--- config.mk ---
export PLATFORM = sky130hd
export DESIGN_NAME = c3cf_div_cell
export DESIGN_NICKNAME = d
export VERILOG_FILES = /design/src/hw/rtl/c3cf_pkg.sv /design/src/hw/rtl/c3cf_div_cell.sv
export SDC_FILE = /design/constraint.sdc
export NUM_CORES = 1
export LEC_CHECK = 0
export CAP_MARGIN = 40
export CORE_UTILIZATION = 50
export DETAILED_ROUTE_END_ITERATION = 8
export DONT_BUFFER_PORTS = 1
export PLACE_DENSITY = 0.68
export REMOVE_ABC_BUFFERS = 1
export SLEW_MARGIN = 10
export SYNTH_ARGS = -nofsm -noshare
export SYNTH_HDL_FRONTEND = slang
export SYNTH_SLANG_ARGS = --single-unit
--- constraint.sdc ---
create_clock -name clk -period 2.7 [get_ports clk]
set_input_delay 0.135 -clock clk [delete_from_list [all_inputs] [get_ports clk]]
set_output_delay 0.135 -clock clk [all_outputs]
set_load 0.03 [all_outputs]
--- src/hw/rtl/c3cf_pkg.sv ---
// Shared types and constants for the 3x3 convolution filter.
package c3cf_pkg;
  localparam int MaxWidth = 1024;
  localparam int AddrW = $clog2(MaxWidth);
  localparam int DivSteps = 19;  // dividend magnitude bits, one quotient bit per cell

  typedef enum logic [2:0] {
    REG_COEFF_TOP = 3'd0,
    REG_COEFF_MID = 3'd1,
    REG_COEFF_BOT = 3'd2,
    REG_DIVISOR   = 3'd3,
    REG_WIDTH     = 3'd4,
    REG_HEIGHT    = 3'd5
  } reg_idx_t;

  // side info carried along the divider chain
  typedef struct packed {
    logic       neg;
    logic [9:0] col;
    logic [9:0] row;
    logic       last;
  } tag_t;

  // one divider cell's state
  typedef struct packed {
    logic                valid;
    tag_t                tag;
    logic [7:0]          dvs;
    logic [DivSteps-1:0] rem_num;  // numerator bits shifted out toward the remainder
    logic [8:0]          rem;
    logic [DivSteps-1:0] quo;
  } dcell_t;
endpackage

--- src/hw/rtl/c3cf_div_cell.sv ---
// One restoring-division step cell: produces one quotient bit and hands on.
module c3cf_div_cell (
  input  logic            clk,
  input  logic            rst,
  input  logic            en,
  input  c3cf_pkg::dcell_t din,
  output c3cf_pkg::dcell_t dout
);
  import c3cf_pkg::*;
  logic [9:0] trial;
  logic [9:0] shifted;
  dcell_t nxt;

  always_comb begin
    nxt = din;
    shifted = {din.rem, din.rem_num[DivSteps-1]};
    trial = shifted - {2'b00, din.dvs};
    nxt.rem_num = {din.rem_num[DivSteps-2:0], 1'b0};
    if (!trial[9]) begin
      nxt.rem = trial[8:0];
      nxt.quo = {din.quo[DivSteps-2:0], 1'b1};
    end else begin
      nxt.rem = shifted[8:0];
      nxt.quo = {din.quo[DivSteps-2:0], 1'b0};
    end
  end

  always_ff @(posedge clk) begin
    if (rst) begin
      dout.valid <= 1'b0;
    end else if (en) begin
      dout.valid <= din.valid;
    end
    if (en) begin
      dout.tag <= nxt.tag;
      dout.dvs <= nxt.dvs;
      dout.rem_num <= nxt.rem_num;
      dout.rem <= nxt.rem;
      dout.quo <= nxt.quo;
    end
  end
endmodule

==> flow_metrics.env <==
export IMPL_syn_avg_cell_area_um2=18.9
export IMPL_max_slew_margin=0.573
export IMPL_path_max_fanout=2
export IMPL_outcome="finished, final reports clean"
export IMPL_drc=0
export IMPL_postRouteWirelength_um=6280
export IMPL_initial_core_util=0.522
export IMPL_num_nets_final=321
export IMPL_syn_inst=153
export IMPL_cap_violations=0
export IMPL_yosysSeqAreaShare=0.796
export IMPL_fin_crit_sh=0.688
export IMPL_synthFlopType="edfxtp_1"
export IMPL_netlist_area_mm2=0.00289
export IMPL_rows=27
export IMPL_core_mm2=0.00554
export IMPL_tightest_slew_ns=0.624
export IMPL_setup_tns_final_ns=0
export IMPL_top_register="dout"
export IMPL_cts_buffer_depth=2
export IMPL_cts_clk_slew_worst_paths_ns=0.07
export IMPL_drt_iter0_markers=138
export IMPL_gp_congestion=0.852
export IMPL_cp_required_ns=2.78
export IMPL_critPathLaunchType="input port"
export IMPL_grt_pass1_wl_um=9010
export IMPL_rsz0062_at_grt="false"
export IMPL_arrival_ns=1.93
export IMPL_vias=1597
export IMPL_crit_type="input port to flip-flop"
export IMPL_place_area_mm2=0.00296
export IMPL_die_area_mm2=0.00609
export IMPL_crit_path_max_incr_delay_ns=0.56
export IMPL_grt_util_all_layers=0.207
export IMPL_drv_slew=0
export IMPL_synth_warnings=0
export IMPL_crit_chain="inv_1 > ha_1 > fa_1 > nand2b_1 > a2111oi_0 > nor2_1 > or4b_1 > nand3_1"
export IMPL_numCtsBuffers=9
export IMPL_timing_fmax_mhz=538
export IMPL_place_port_buffers=0
export IMPL_die_w_um=78.1
export IMPL_largest_reg_flops=77
export IMPL_setup_violations=0
export IMPL_grt_overflow=0
export IMPL_via_per_inst=5.19
export IMPL_cts_tree="built"
export IMPL_power_density_mw_per_mm2=755
export IMPL_min_period_ns=1.86
export IMPL_hold_viol_final=0
export IMPL_dr_pass1_iters=4
export IMPL_peakVddDrop_mv=0.387
export IMPL_synthDistinctLibCells=36
export IMPL_slowest_stage="a2111oi_0"
export IMPL_place_hpwl_um=4020
export IMPL_end_kind="flip-flop"
export IMPL_n_antenna_cell=0
export IMPL_numClockSinks=77
export IMPL_synth_edf_count=76
export IMPL_async_flop_share=0
export IMPL_clock_latency_ns=0.33
export IMPL_design_area_mm2=0.00391
export IMPL_layout_drive_gt1_share=0.114
export IMPL_cts_root_buf="clkbuf_8"
export IMPL_p_total_mw=2.95
export IMPL_grt_pass1_vias=1677
export IMPL_area_growth_synth_to_final_pct=35.2
export IMPL_drtAntennaViolNets=0
export IMPL_num_io_pins=159
export IMPL_hold_path_class="input port to flip-flop"
export IMPL_die_h_um=78.1
export IMPL_n_fill_cell=372
export IMPL_ys_ff_latch=77
export IMPL_wl_per_cell_um=20.4
export IMPL_cts_max_level=3
export IMPL_cellLeakagePower_nw=1.47
export IMPL_finalClockSkew_ns=0
export IMPL_reg_largest_list="dout x77"
export IMPL_grt_max_degree=77
export IMPL_antenna_found_initial=0
## cell type report
| type | count | area, um^2 | area share |
|---|---|---|---|
| sequential | 77 | 2300 | 0.589 |
| timing repair buffer | 69 | 708 | 0.181 |
| multi-input combinational | 64 | 534 | 0.137 |
| clock buffer | 10 | 128 | 0.0326 |
| clock inverter | 6 | 111 | 0.0285 |
| tap | 72 | 90.1 | 0.0230 |
| inverter | 10 | 37.5 | 0.00960 |
## what timing repair did
| item | 4_1_cts | 5_1_grt |
|---|---|---|
| setup buffers | 0 | 0 |
| endpoints found under the setup margin | 0 | 0 |
| endpoints found under the hold margin | 143 | 0 |
| resized for setup | 0 | 0 |
| hold buffers | 69 | 0 |
## where the power goes
| part | switching, mW | internal, mW |
|---|---|---|
| Sequential | 0.253 | 1.44 |
| Combinational | 0.109 | 0.142 |
| Clock | 0.393 | 0.614 |
| Total | 0.755 | 2.20 |
## Yosys cell counts, types with 2 or more instances
cell type / number / area (um^2)
a21oi_1: 6 / 30.0
edfxtp_1: 76 / 2280
ha_1: 8 / 100
inv_1: 9 / 33.8
mux2_4: 5 / 75.1
mux2i_1: 3 / 30.0
nand2_1: 4 / 15.0
nand3_1: 2 / 10.0
nor2_1: 8 / 30.0
nor3_1: 2 / 10.0
o21a_1: 2 / 15.0
xnor2_1: 3 / 26.3
xor2_1: 2 / 17.5
## critical path, delay by kind of cell
kind	cells	cell delay, ns
compound gates	1	0.56
fa+ha+maj	2	0.62
buf+inv	1	0.03
simple gates	4	0.58
## layout by cell type, fill, tap and decap left out, types with 3 or more instances in the layout
master,synthesis,final
bufinv_16,0,3
clkbuf_8,0,9
mux2i_1,3,3
inv_1,9,9
ha_1,8,8
nor2_1,8,8
nand2_1,4,4
a21oi_1,6,6
dlygate4sd3_1,0,68
xnor2_1,3,3
edfxtp_1,76,76
mux2_4,5,5
## final timing paths
path,from,end,slack (ns),cells after the start
worst max-delay path,din[46],dout[27],0.84,8
worst min-delay path,din[20],dout[21],0.02,1
worst max register to register,dout[77],dout[77],1.38,3
worst min register to register,dout[77],dout[77],1.22,3
## kinds of logic after synthesis
kind of cell / synth area share
flops: 0.796
simple gates: 0.0402
compound gates: 0.0502
buf+inv: 0.0195
fa+ha+maj: 0.0415
mux: 0.0363
xor+xnor: 0.0151
other cells: 0.00130
## stage by stage
stage | setup WS [ns] | hold slack (ns) | util | cells
detailed placement | 0.450 | 0.211 | 0.535 | 223
global placement | 0.487 | 0.208 | 0.535 | 223
CTS | 0.807 | 0.00323 | 0.706 | 308
global route | 0.680 | 0.00349 | 0.706 | 308
floorplan | 0.728 | 0.207 | - | 151
finish | 0.842 | 0.0213 | 0.706 | 308
## per-layer routing
metal / wire [um] / vias up / share of wire / GRT usage
li1: - / 732 / - / -
met1: 2220 / 753 / 0.35 / 0.225
met2: 3410 / 102 / 0.54 / 0.367
met3: 521 / 10 / 0.083 / 0.0605
met4: 124 / 0 / 0.020 / 0.107
met5: 0 / - / 0 / 0
No activity file was read; power rests on OpenSTA's default activity.
